[src/hw/rtl/phf_pkg.sv]
// Shared types and constants of the packet header filter.
package phf_pkg;

  localparam int BYTE_W = 8;
  localparam int OFF_W  = 7;
  localparam int LEN_W  = 8;
  localparam int DATA_W = 32;

  localparam logic [15:0] ETH_KIND_IPV4 = 16'h0800;
  localparam logic [15:0] ETH_KIND_ARP  = 16'h0806;
  localparam logic [7:0]  PROTO_TCP     = 8'd6;
  localparam logic [7:0]  PROTO_UDP     = 8'd17;
  localparam logic [15:0] PORT_HTTP     = 16'd80;
  localparam logic [15:0] PORT_HTTPS    = 16'd443;
  localparam logic [15:0] PORT_DNS      = 16'd53;

  localparam logic [OFF_W-1:0] OFF_KIND_HI  = 7'd12;
  localparam logic [OFF_W-1:0] OFF_KIND_LO  = 7'd13;
  localparam logic [OFF_W-1:0] OFF_IP_START = 7'd14;
  localparam logic [OFF_W-1:0] OFF_PROTO    = 7'd23;
  localparam logic [OFF_W-1:0] OFF_SRC_LO   = 7'd26;
  localparam logic [OFF_W-1:0] OFF_SRC_HI   = 7'd29;
  localparam logic [OFF_W-1:0] OFF_DST_LO   = 7'd30;
  localparam logic [OFF_W-1:0] OFF_DST_HI   = 7'd33;
  localparam logic [OFF_W-1:0] OFF_MAX      = 7'd127;

  localparam logic [LEN_W-1:0] LEN_ETH_MIN  = 8'd14;
  localparam logic [LEN_W-1:0] LEN_IPV4_MIN = 8'd34;
  localparam logic [LEN_W-1:0] PORT_SPAN    = 8'd4;

  typedef enum logic [2:0] {
    MODE_ALL   = 3'd0,
    MODE_ARP   = 3'd1,
    MODE_HTTP  = 3'd2,
    MODE_HTTPS = 3'd3,
    MODE_DNS   = 3'd4,
    MODE_TCP   = 3'd5,
    MODE_UDP   = 3'd6
  } filter_mode_t;

  typedef enum logic [2:0] {
    REG_FILTER_MODE     = 3'd0,
    REG_MATCH_PROTOCOL  = 3'd1,
    REG_MATCH_SRC_ADDR  = 3'd2,
    REG_SRC_ADDR_ENABLE = 3'd3,
    REG_MATCH_DST_ADDR  = 3'd4,
    REG_DST_ADDR_ENABLE = 3'd5,
    REG_MATCH_SRC_PORT  = 3'd6,
    REG_MATCH_DST_PORT  = 3'd7
  } reg_index_t;

  typedef struct packed {
    logic [15:0]      ether_kind;
    logic [7:0]       ip_protocol;
    logic [31:0]      source_addr;
    logic [31:0]      dest_addr;
    logic [15:0]      source_port;
    logic [15:0]      dest_port;
    logic [LEN_W-1:0] frame_len;
    logic [OFF_W-1:0] port_pos;
  } frame_sum_t;

  typedef struct packed {
    logic       valid;
    frame_sum_t sum;
  } q_beat_t;

  typedef struct packed {
    logic [2:0]  filter_mode;
    logic [7:0]  match_protocol;
    logic [31:0] match_src_addr;
    logic        src_addr_enable;
    logic [31:0] match_dst_addr;
    logic        dst_addr_enable;
    logic [15:0] match_src_port;
    logic [15:0] match_dst_port;
  } cfg_t;

endpackage

[src/hw/rtl/phf_in_if.sv]
// Frame byte channel: one frame byte per beat.
interface phf_in_if;
  logic                       valid;
  logic                       ready;
  logic [phf_pkg::BYTE_W-1:0] frame_byte;
  logic                       frame_end;

  modport source(output valid, frame_byte, frame_end, input ready);
  modport sink(input valid, frame_byte, frame_end, output ready);
endinterface

[src/hw/rtl/phf_out_if.sv]
// Verdict channel: one verdict per frame.
interface phf_out_if;
  logic valid;
  logic ready;
  logic accepted;
  logic too_short;

  modport source(output valid, accepted, too_short, input ready);
  modport sink(input valid, accepted, too_short, output ready);
endinterface

[src/hw/rtl/packet_header_filter.sv]
// Top level of the Ethernet/IPv4/TCP/UDP packet header filter.
// Use: frames enter on in_ch one byte per beat in wire order, frame_end set
// on the last byte. Each frame yields exactly one beat on out_ch with
// accepted and too_short; no other byte produces an output beat.
// Setup goes through cfg_we/cfg_index/cfg_data (indexes per reg_index_t),
// written while no frame is in flight.
// Throughput: one byte per cycle while the queue is not full, sustained
// across frame boundaries. The front end captures header fields as bytes
// pass; on the last byte it pushes a frame summary into a QUEUE_DEPTH
// entry queue. The verdict is registered: the summary is written into the
// queue, then judged into the output register when the queue pops it.
// Stall: while out_ch.ready is low the verdict holds; later summaries
// collect in the queue, and in_ch.ready drops only once the queue is full.
// Reset: setup registers return to zero (mode all, no address or port
// matching), the queue empties and the byte count starts at zero.
module packet_header_filter #(
  parameter int QUEUE_DEPTH = 2
) (
  input  logic                       clk,
  input  logic                       rst_n,
  phf_in_if.sink                     in_ch,
  phf_out_if.source                  out_ch,
  input  logic                       cfg_we,
  input  logic [2:0]                 cfg_index,
  input  logic [phf_pkg::DATA_W-1:0] cfg_data
);
  import phf_pkg::*;

  q_beat_t q_wr;
  q_beat_t q_rd;
  logic    q_full;
  logic    q_pop;

  phf_front u_front (
    .clk    (clk),
    .rst_n  (rst_n),
    .in_ch  (in_ch),
    .q_full (q_full),
    .q_wr   (q_wr)
  );

  phf_queue #(
    .DEPTH (QUEUE_DEPTH)
  ) u_queue (
    .clk   (clk),
    .rst_n (rst_n),
    .wr    (q_wr),
    .full  (q_full),
    .pop   (q_pop),
    .rd    (q_rd)
  );

  phf_back u_back (
    .clk       (clk),
    .rst_n     (rst_n),
    .cfg_we    (cfg_we),
    .cfg_index (cfg_index),
    .cfg_data  (cfg_data),
    .q_rd      (q_rd),
    .q_pop     (q_pop),
    .out_ch    (out_ch)
  );

endmodule

[src/hw/rtl/phf_front.sv]
// Front end: walks frame bytes and captures the header fields.
module phf_front (
  input  logic             clk,
  input  logic             rst_n,
  phf_in_if.sink           in_ch,
  input  logic             q_full,
  output phf_pkg::q_beat_t q_wr
);
  import phf_pkg::*;

  logic [OFF_W-1:0] off_r, off_nxt;
  logic [15:0]      kind_r, kind_nxt;
  logic [7:0]       proto_r, proto_nxt;
  logic [3:0]       words_r, words_nxt;
  logic [31:0]      src_r, src_nxt;
  logic [31:0]      dst_r, dst_nxt;
  logic [15:0]      sport_r, sport_nxt;
  logic [15:0]      dport_r, dport_nxt;
  logic [OFF_W-1:0] pp;
  logic [7:0]       b;
  logic             live;
  logic             beat;

  assign in_ch.ready = !q_full;
  assign beat        = in_ch.valid && in_ch.ready;
  assign b           = in_ch.frame_byte;
  assign live        = (off_r != OFF_MAX);

  always_comb begin
    words_nxt = words_r;
    if (live && off_r == OFF_IP_START) begin
      words_nxt = b[3:0];
    end
    pp = OFF_IP_START + {1'b0, words_nxt, 2'b00};

    kind_nxt  = kind_r;
    proto_nxt = proto_r;
    src_nxt   = src_r;
    dst_nxt   = dst_r;
    sport_nxt = sport_r;
    dport_nxt = dport_r;
    off_nxt   = off_r;
    if (live) begin
      if (off_r == OFF_KIND_HI || off_r == OFF_KIND_LO) begin
        kind_nxt = {kind_r[7:0], b};
      end
      if (off_r == OFF_PROTO) begin
        proto_nxt = b;
      end
      if (off_r >= OFF_SRC_LO && off_r <= OFF_SRC_HI) begin
        src_nxt = {src_r[23:0], b};
      end
      if (off_r >= OFF_DST_LO && off_r <= OFF_DST_HI) begin
        dst_nxt = {dst_r[23:0], b};
      end
      if (off_r == pp || off_r == pp + 7'd1) begin
        sport_nxt = {sport_r[7:0], b};
      end
      if (off_r == pp + 7'd2 || off_r == pp + 7'd3) begin
        dport_nxt = {dport_r[7:0], b};
      end
      off_nxt = off_r + 7'd1;
    end

    q_wr.valid           = beat && in_ch.frame_end;
    q_wr.sum.ether_kind  = kind_nxt;
    q_wr.sum.ip_protocol = proto_nxt;
    q_wr.sum.source_addr = src_nxt;
    q_wr.sum.dest_addr   = dst_nxt;
    q_wr.sum.source_port = sport_nxt;
    q_wr.sum.dest_port   = dport_nxt;
    q_wr.sum.frame_len   = {1'b0, off_r} + 8'd1;
    q_wr.sum.port_pos    = pp;
  end

  always_ff @(posedge clk) begin
    if (!rst_n || (beat && in_ch.frame_end)) begin
      off_r   <= '0;
      kind_r  <= '0;
      proto_r <= '0;
      words_r <= '0;
      src_r   <= '0;
      dst_r   <= '0;
      sport_r <= '0;
      dport_r <= '0;
    end else if (beat) begin
      off_r   <= off_nxt;
      kind_r  <= kind_nxt;
      proto_r <= proto_nxt;
      words_r <= words_nxt;
      src_r   <= src_nxt;
      dst_r   <= dst_nxt;
      sport_r <= sport_nxt;
      dport_r <= dport_nxt;
    end
  end

  a_push_has_room: assert property (@(posedge clk) disable iff (!rst_n)
    q_wr.valid |-> !q_full)
    else $error("frame summary pushed into a full queue");

endmodule

[src/hw/rtl/phf_queue.sv]
// Short queue of frame summaries between front and back end.
module phf_queue #(
  parameter int DEPTH = 2
) (
  input  logic             clk,
  input  logic             rst_n,
  input  phf_pkg::q_beat_t wr,
  output logic             full,
  input  logic             pop,
  output phf_pkg::q_beat_t rd
);
  import phf_pkg::*;

  localparam int PtrW = (DEPTH > 1) ? $clog2(DEPTH) : 1;
  localparam int CntW = $clog2(DEPTH + 1);
  localparam logic [PtrW-1:0] LastPtr = PtrW'(DEPTH - 1);
  localparam logic [CntW-1:0] FullCnt = CntW'(DEPTH);

  frame_sum_t          mem_r [DEPTH];
  logic [PtrW-1:0]     wp_r, rp_r;
  logic [CntW-1:0]     cnt_r, cnt_nxt;
  logic                push;

  assign push   = wr.valid && !full;
  assign full   = (cnt_r == FullCnt);
  assign rd.valid = (cnt_r != '0);
  assign rd.sum   = mem_r[rp_r];

  always_comb begin
    cnt_nxt = cnt_r;
    if (push && !(pop && rd.valid)) begin
      cnt_nxt = cnt_r + CntW'(1);
    end else if (!push && pop && rd.valid) begin
      cnt_nxt = cnt_r - CntW'(1);
    end
  end

  always_ff @(posedge clk) begin
    if (!rst_n) begin
      wp_r  <= '0;
      rp_r  <= '0;
      cnt_r <= '0;
    end else begin
      cnt_r <= cnt_nxt;
      if (push) begin
        wp_r <= (wp_r == LastPtr) ? '0 : wp_r + PtrW'(1);
      end
      if (pop && rd.valid) begin
        rp_r <= (rp_r == LastPtr) ? '0 : rp_r + PtrW'(1);
      end
    end
  end

  always_ff @(posedge clk) begin
    if (push) begin
      mem_r[wp_r] <= wr.sum;
    end
  end

  a_pop_not_empty: assert property (@(posedge clk) disable iff (!rst_n)
    pop |-> rd.valid)
    else $error("pop from an empty queue");

  a_count_bound: assert property (@(posedge clk) disable iff (!rst_n)
    cnt_r <= FullCnt)
    else $error("queue count beyond depth");

  a_count_track: assert property (@(posedge clk) disable iff (!rst_n)
    (push && !pop) |=> cnt_r == $past(cnt_r) + CntW'(1))
    else $error("queue count missed a push");

endmodule

[src/hw/rtl/phf_back.sv]
// Back end: holds the filter setup, judges each frame, drives the verdict.
module phf_back (
  input  logic                      clk,
  input  logic                      rst_n,
  input  logic                      cfg_we,
  input  logic [2:0]                cfg_index,
  input  logic [phf_pkg::DATA_W-1:0] cfg_data,
  input  phf_pkg::q_beat_t          q_rd,
  output logic                      q_pop,
  phf_out_if.source                 out_ch
);
  import phf_pkg::*;

  cfg_t       cfg_r;
  frame_sum_t s;
  logic       acc, shortf;
  logic       tcp, udp, ports_ok;
  logic       out_valid_r, accepted_r, too_short_r;

  always_ff @(posedge clk) begin
    if (!rst_n) begin
      cfg_r <= '0;
    end else if (cfg_we) begin
      unique case (reg_index_t'(cfg_index))
        REG_FILTER_MODE:     cfg_r.filter_mode     <= cfg_data[2:0];
        REG_MATCH_PROTOCOL:  cfg_r.match_protocol  <= cfg_data[7:0];
        REG_MATCH_SRC_ADDR:  cfg_r.match_src_addr  <= cfg_data[31:0];
        REG_SRC_ADDR_ENABLE: cfg_r.src_addr_enable <= cfg_data[0];
        REG_MATCH_DST_ADDR:  cfg_r.match_dst_addr  <= cfg_data[31:0];
        REG_DST_ADDR_ENABLE: cfg_r.dst_addr_enable <= cfg_data[0];
        REG_MATCH_SRC_PORT:  cfg_r.match_src_port  <= cfg_data[15:0];
        REG_MATCH_DST_PORT:  cfg_r.match_dst_port  <= cfg_data[15:0];
      endcase
    end
  end

  assign s   = q_rd.sum;
  assign tcp = (s.ip_protocol == PROTO_TCP);
  assign udp = (s.ip_protocol == PROTO_UDP);
  assign ports_ok =
    (cfg_r.match_src_port == '0 || s.source_port == cfg_r.match_src_port) &&
    (cfg_r.match_dst_port == '0 || s.dest_port == cfg_r.match_dst_port);

  always_comb begin
    acc    = 1'b0;
    shortf = 1'b0;
    priority if (s.frame_len < LEN_ETH_MIN) begin
      shortf = 1'b1;
    end else if (cfg_r.filter_mode == MODE_ARP) begin
      acc = (s.ether_kind == ETH_KIND_ARP);
    end else if (s.ether_kind != ETH_KIND_IPV4) begin
      acc = 1'b0;
    end else if (s.frame_len < LEN_IPV4_MIN) begin
      shortf = 1'b1;
    end else if ((tcp || udp) && s.frame_len < ({1'b0, s.port_pos} + PORT_SPAN)) begin
      shortf = 1'b1;
    end else if (cfg_r.match_protocol != '0 && s.ip_protocol != cfg_r.match_protocol) begin
      acc = 1'b0;
    end else if (cfg_r.src_addr_enable && s.source_addr != cfg_r.match_src_addr) begin
      acc = 1'b0;
    end else if (cfg_r.dst_addr_enable && s.dest_addr != cfg_r.match_dst_addr) begin
      acc = 1'b0;
    end else if (tcp && cfg_r.filter_mode == MODE_HTTP) begin
      acc = (s.source_port == PORT_HTTP) || (s.dest_port == PORT_HTTP);
    end else if (tcp && cfg_r.filter_mode == MODE_HTTPS) begin
      acc = (s.source_port == PORT_HTTPS) || (s.dest_port == PORT_HTTPS);
    end else if (udp && cfg_r.filter_mode == MODE_DNS) begin
      acc = (s.source_port == PORT_DNS) || (s.dest_port == PORT_DNS);
    end else if (tcp || udp) begin
      acc = ports_ok;
    end else begin
      acc = 1'b1;
    end
  end

  assign q_pop = q_rd.valid && (!out_valid_r || out_ch.ready);

  always_ff @(posedge clk) begin
    if (!rst_n) begin
      out_valid_r <= 1'b0;
    end else if (q_pop) begin
      out_valid_r <= 1'b1;
    end else if (out_ch.ready) begin
      out_valid_r <= 1'b0;
    end
  end

  always_ff @(posedge clk) begin
    if (q_pop) begin
      accepted_r  <= acc;
      too_short_r <= shortf;
    end
  end

  assign out_ch.valid     = out_valid_r;
  assign out_ch.accepted  = accepted_r;
  assign out_ch.too_short = too_short_r;

  a_pop_loads_out: assert property (@(posedge clk) disable iff (!rst_n)
    q_pop |=> out_valid_r)
    else $error("verdict popped but not presented");

  a_short_not_accepted: assert property (@(posedge clk) disable iff (!rst_n)
    q_pop |-> !(acc && shortf))
    else $error("short frame judged as accepted");

endmodule

[src/flat_wrapper.sv]
// flat-port wrapper written by rule: the top's interface ports become plain ports
module packet_header_filter_flat import phf_pkg::*;
#(
  parameter int QUEUE_DEPTH = 2
)
  (clk, rst_n, cfg_we, cfg_index, cfg_data, in_ch_valid, in_ch_frame_byte, in_ch_frame_end, in_ch_ready, out_ch_valid, out_ch_accepted, out_ch_too_short, out_ch_ready);
  phf_in_if in_ch_i ();
  phf_out_if out_ch_i ();
  input  logic clk;
  input  logic rst_n;
  input  logic cfg_we;
  input  logic [2:0] cfg_index;
  input  logic [phf_pkg::DATA_W-1:0] cfg_data;
  input wire logic [$bits(in_ch_i.valid)-1:0] in_ch_valid;
  input wire logic [$bits(in_ch_i.frame_byte)-1:0] in_ch_frame_byte;
  input wire logic [$bits(in_ch_i.frame_end)-1:0] in_ch_frame_end;
  output wire logic [$bits(in_ch_i.ready)-1:0] in_ch_ready;
  output wire logic [$bits(out_ch_i.valid)-1:0] out_ch_valid;
  output wire logic [$bits(out_ch_i.accepted)-1:0] out_ch_accepted;
  output wire logic [$bits(out_ch_i.too_short)-1:0] out_ch_too_short;
  input wire logic [$bits(out_ch_i.ready)-1:0] out_ch_ready;
  assign in_ch_i.valid = in_ch_valid;
  assign in_ch_i.frame_byte = in_ch_frame_byte;
  assign in_ch_i.frame_end = in_ch_frame_end;
  assign in_ch_ready = in_ch_i.ready;
  assign out_ch_valid = out_ch_i.valid;
  assign out_ch_accepted = out_ch_i.accepted;
  assign out_ch_too_short = out_ch_i.too_short;
  assign out_ch_i.ready = out_ch_ready;
  packet_header_filter #(.QUEUE_DEPTH(QUEUE_DEPTH)) u_core (.clk(clk), .rst_n(rst_n), .in_ch(in_ch_i), .out_ch(out_ch_i), .cfg_we(cfg_we), .cfg_index(cfg_index), .cfg_data(cfg_data));
endmodule
[config.mk]
export PLATFORM = sky130hd
export DESIGN_NAME = packet_header_filter_flat
export DESIGN_NICKNAME = d
export VERILOG_FILES = /design/src/hw/rtl/phf_pkg.sv /design/src/hw/rtl/phf_in_if.sv /design/src/hw/rtl/phf_out_if.sv /design/src/hw/rtl/packet_header_filter.sv /design/src/hw/rtl/phf_front.sv /design/src/hw/rtl/phf_queue.sv /design/src/hw/rtl/phf_back.sv /design/src/flat_wrapper.sv
export SDC_FILE = /design/constraint.sdc
export NUM_CORES = 1
export LEC_CHECK = 0
export ABC_AREA = 1
export BUFFER_PORTS_ARGS = -buffer_cell sky130_fd_sc_hd__buf_2
export CAP_MARGIN = 20
export CORE_ASPECT_RATIO = 1.75
export CORE_UTILIZATION = 52
export CTS_CLUSTER_DIAMETER = 100
export DETAILED_ROUTE_END_ITERATION = 16
export GPL_TIMING_DRIVEN = 0
export PLACE_DENSITY = 0.75
export SLEW_MARGIN = 20
export SYNTH_ARGS = -nofsm -noshare
export SYNTH_HDL_FRONTEND = slang
export SYNTH_SLANG_ARGS = --single-unit
export TNS_END_PERCENT = 30
[constraint.sdc]
create_clock -name clk -period 10.5 [get_ports clk]
set_clock_uncertainty 0.2 [all_clocks]
set_input_delay 1.575 -clock clk [delete_from_list [all_inputs] [get_ports clk]]
set_output_delay 1.575 -clock clk [all_outputs]
set_load 0.05 [all_outputs]
==> results by group <==
Final layout
  – Inserted Diodes: 0
  – Finished Layout Cells: 3522
  – Most common cell after layout, fill and taps aside: nand2_1
  – FF/Latch Area: 12910 µm²
  – Fillers: 3836
  – Layout area overhead: 12.12%
  – Nets@finish: 2979
  – Area of the multi-input gates: 8303 µm²
  – Fraction of layout cells with a size suffix above 1: 6.597%
  – Most frequent cells in the layout: 678 x nand2_1, 375 x inv_1, 355 x o21ai_0

Synthesis
  – Net count after synthesis: 2866
  – Syn_area_per_cell: 8.254 µm²
  – Netlist cell types: 45
  – Yosys reg bits: 512
  – Syn Std Cell Area: 23150 µm²
  – YS warnings: 0
  – Cells after Synth: 2805
  – Sequential area share after synthesis: 55.77%

Placed design
  – Final HPWL DP: 53490 µm
  – Port buffer count: 52
  – Gpl congestion: 0.9562
  – Dpl cells: 3435
  – Post-place setup slack: 5.778 ns

STA
  – Fin. max-slew vios: 0
  – Tmin final: 4.230 ns
  – Final hold vios: 0
  – FMAX: 0.2364 GHz
  – Period utilisation layout: 40.29%
  – Slew headroom: 30.21%
  – Measured slew at the worst slew-check pin: 1.047 ns
  – Fin worst setup slack: 6.270 ns
  – Unrepaired setup endpoints after global routing: no
  – Setup TNS Final: 0 ns
  – Finish-stage setup viols: 0

Pwr
  – Net switching power: 2.317 mW
  – Switching portion of total power: 37.59%
  – Lkg Pwr: 11.08 nW
  – Peak VDD IR: 0.1657 mV
  – Int Power: 3.847 mW
  – Seq pwr share: 40.1%
  – PD cells: 237.5 nW/µm²
  – Comb pwr share: 31.9%
  – Clock Power Share: 28.0%

Global route
  – Global Route Usage Sum: 31.51%
  – First-pass GRT wire length: 106600 µm
  – Total grt overflow: 0
  – Initial antenna violation count: 0
  – Maximum number of pins on one net before global-route repair: 26
  – Number of global-route vias before repair: 18580

Detailed routing
  – Vias per cell: 5.576
  – DR DRC count: 0
  – First-pass DRT Iterations: 6
  – Via count: 19640
  – Starting DRT DRC Count: 2076
  – Post-Route WL: 70920 µm
  – WL per Instance: 20.14 µm
  – Routed Antenna Nets: 0

Worst setup path
  – Crit. End Element: register
  – Crit-path max FO: 10
  – Worst endpoint required time: 10.77 ns
  – Crit start category: input pin
  – Crit path from: in_ch_valid
  – CP arrival: 4.50 ns
  – Worst Setup Path Type: in -> reg

Status
  – Status: finished, final reports clean

Die
  – Row cnt: 101
  – Die Ht: 281.1 µm
  – Core area: 43600 µm²
  – Initial Util: 53.10%
  – Io pins: 53
  – Die Area: 45400 µm²
  – Die Width: 161.5 µm

Clocking
  – CTS tree: built
  – Clock slew at reported path FFs: 0.06 ns
  – Post_cts resized: 0
  – CTS Buffer Depth: 3
  – Number of CTS-inserted buffers: 47
  – CTS sink count: 512
  – Hold buffer count at cts: 0
  – Clk Latency, worst-skew pair: 0.58 ns
  – CTS HTree Levels: 2
  – Root buf cell: clkbuf_16
  – Setup Buffers After CTS: 0

Min path
  – Hold WC Path Type: reg -> reg
  – Hold Startpoint: u_core.u_back.cfg_r[53]$_SDFFE_PN0P_

Job
  – Number of max-cap violations: 0
==> cell usage after synthesis (all sizes together) <==
library cell	number	area, µm²
a21o	2	15.01
a211oi	6	45.04
nand2	685	2609
buf	31	160.2
nand4	25	162.6
xnor2	15	131.4
ha	12	150.1
nor4	15	93.84
nand3b	3	22.52
xor2	23	201.4
or2	7	43.80
a22o	1	8.760
clkbuf	98	367.9
dfxtp	246	4925
o31ai	1	7.510
a21boi	1	7.510
o21a	2	15.01
nor3	15	75.07
nor3b	2	15.01
edfxtp	266	7988
clkinv	3	11.26
nand3	120	633.1
a21oi	170	850.8
mux2i	2	20.02
o22ai	1	6.260
o211ai	28	210.2
o21bai	1	7.510
nor2	268	1045
inv	378	1419
o21ai	376	1893
a31oi	2	12.51
==> metrics by stage <==
stage / total power, mW / cell area, µm² / utilization, % / hold slack (ns)
finish: 6.165 / 25960 / 59.54 / 0.2748
global route: 6.453 / 25960 / 59.54 / 0.2844
CTS: 6.150 / 25950 / 59.52 / 0.2734
detailed placement: 4.438 / 24410 / 56.00 / 0.2550
global placement: 4.392 / 24120 / 55.33 / 0.2364
floorplan: 3.739 / 23150 / - / 0.2258
==> state kept, by name (all words and copies together), names as in the netlist, 7 cells and up, named ones only <==
register	flops
u_core.u_front.sport_r	16
u_core.u_front.kind_r	16
u_core.u_queue.mem_r	264
u_core.u_front.dst_r	32
u_core.u_front.off_r	7
u_core.u_back.cfg_r	109
u_core.u_front.src_r	32
u_core.u_front.proto_r	8
u_core.u_front.dport_r	16
==> critical path, stage by stage <==
cell	delay (ns)
buf_2	0.08
nand2_1	0.36
inv_1	0.27
nand2_1	0.33
nand2_1	0.40
clkbuf_1	0.54
clkbuf_1	0.68
nor2_1	0.08
o21ai_0	0.10
inv_1	0.07
==> power groups by stage <==
| stage | clock [mW] | sequential (mW) | combinational (mW) |
|---|---|---|---|
| floorplan | 0 | 2.52 | 1.22 |
| global placement | 0 | 2.53 | 1.86 |
| detailed placement | 0 | 2.51 | 1.93 |
| CTS | 1.74 | 2.47 | 1.94 |
| global route | 1.81 | 2.49 | 2.15 |
| finish | 1.73 | 2.47 | 1.97 |
==> final cells by class <==
cell class              count  share of cell area (%)
repair buffers             64                   2.073
multi-input cells        1783                   31.99
plain buffers             129                   2.034
well taps                 566                   2.728
clock inverters            31                   1.065
clock buffers              56                   4.859
flip-flops and latches    512                   49.74
inverters                 381                   5.509
==> kinds of logic (layout without fill, tap and decap cells) <==
group | Yosys count | after routing | share of synthesized area (%)
adders and majority gates | 12 | 12 | 0.6485
DFF | 512 | 512 | 55.77
AOI/OAI and AO/OA | 591 | 591 | 13.30
xor gates and xnor gates | 38 | 38 | 1.438
and+or+nand+nor | 1140 | 1140 | 20.30
buffers and inverters | 510 | 661 | 8.458
muxes | 2 | 2 | 0.08647
==> final timing paths <==
path                                                                    end  slack, ns  cells past startpoint
worst max register to register  u_core.u_back.out_ch.accepted$_SDFFCE_PN0P_       6.52                     16
worst min-delay path                   u_core.u_back.cfg_r[53]$_SDFFE_PN0P_       0.27                      2
worst min register to register         u_core.u_back.cfg_r[53]$_SDFFE_PN0P_       0.27                      2
worst max-delay path                  u_core.u_front.dst_r[27]$_SDFFE_PP0P_       6.27                     10
==> routing by layer <==
layer,share of wire (%),up-vias,wire length (µm),global-route usage [%]
met4,7.0,0,4944,19.71
met5,0,-,0,0
li1,-,9388,-,-
met3,6.3,233,4466,3.262
met2,49,799,34740,54.90
met1,38,9217,26770,37.03
Note: power is estimated with default switching activity, not from simulation.
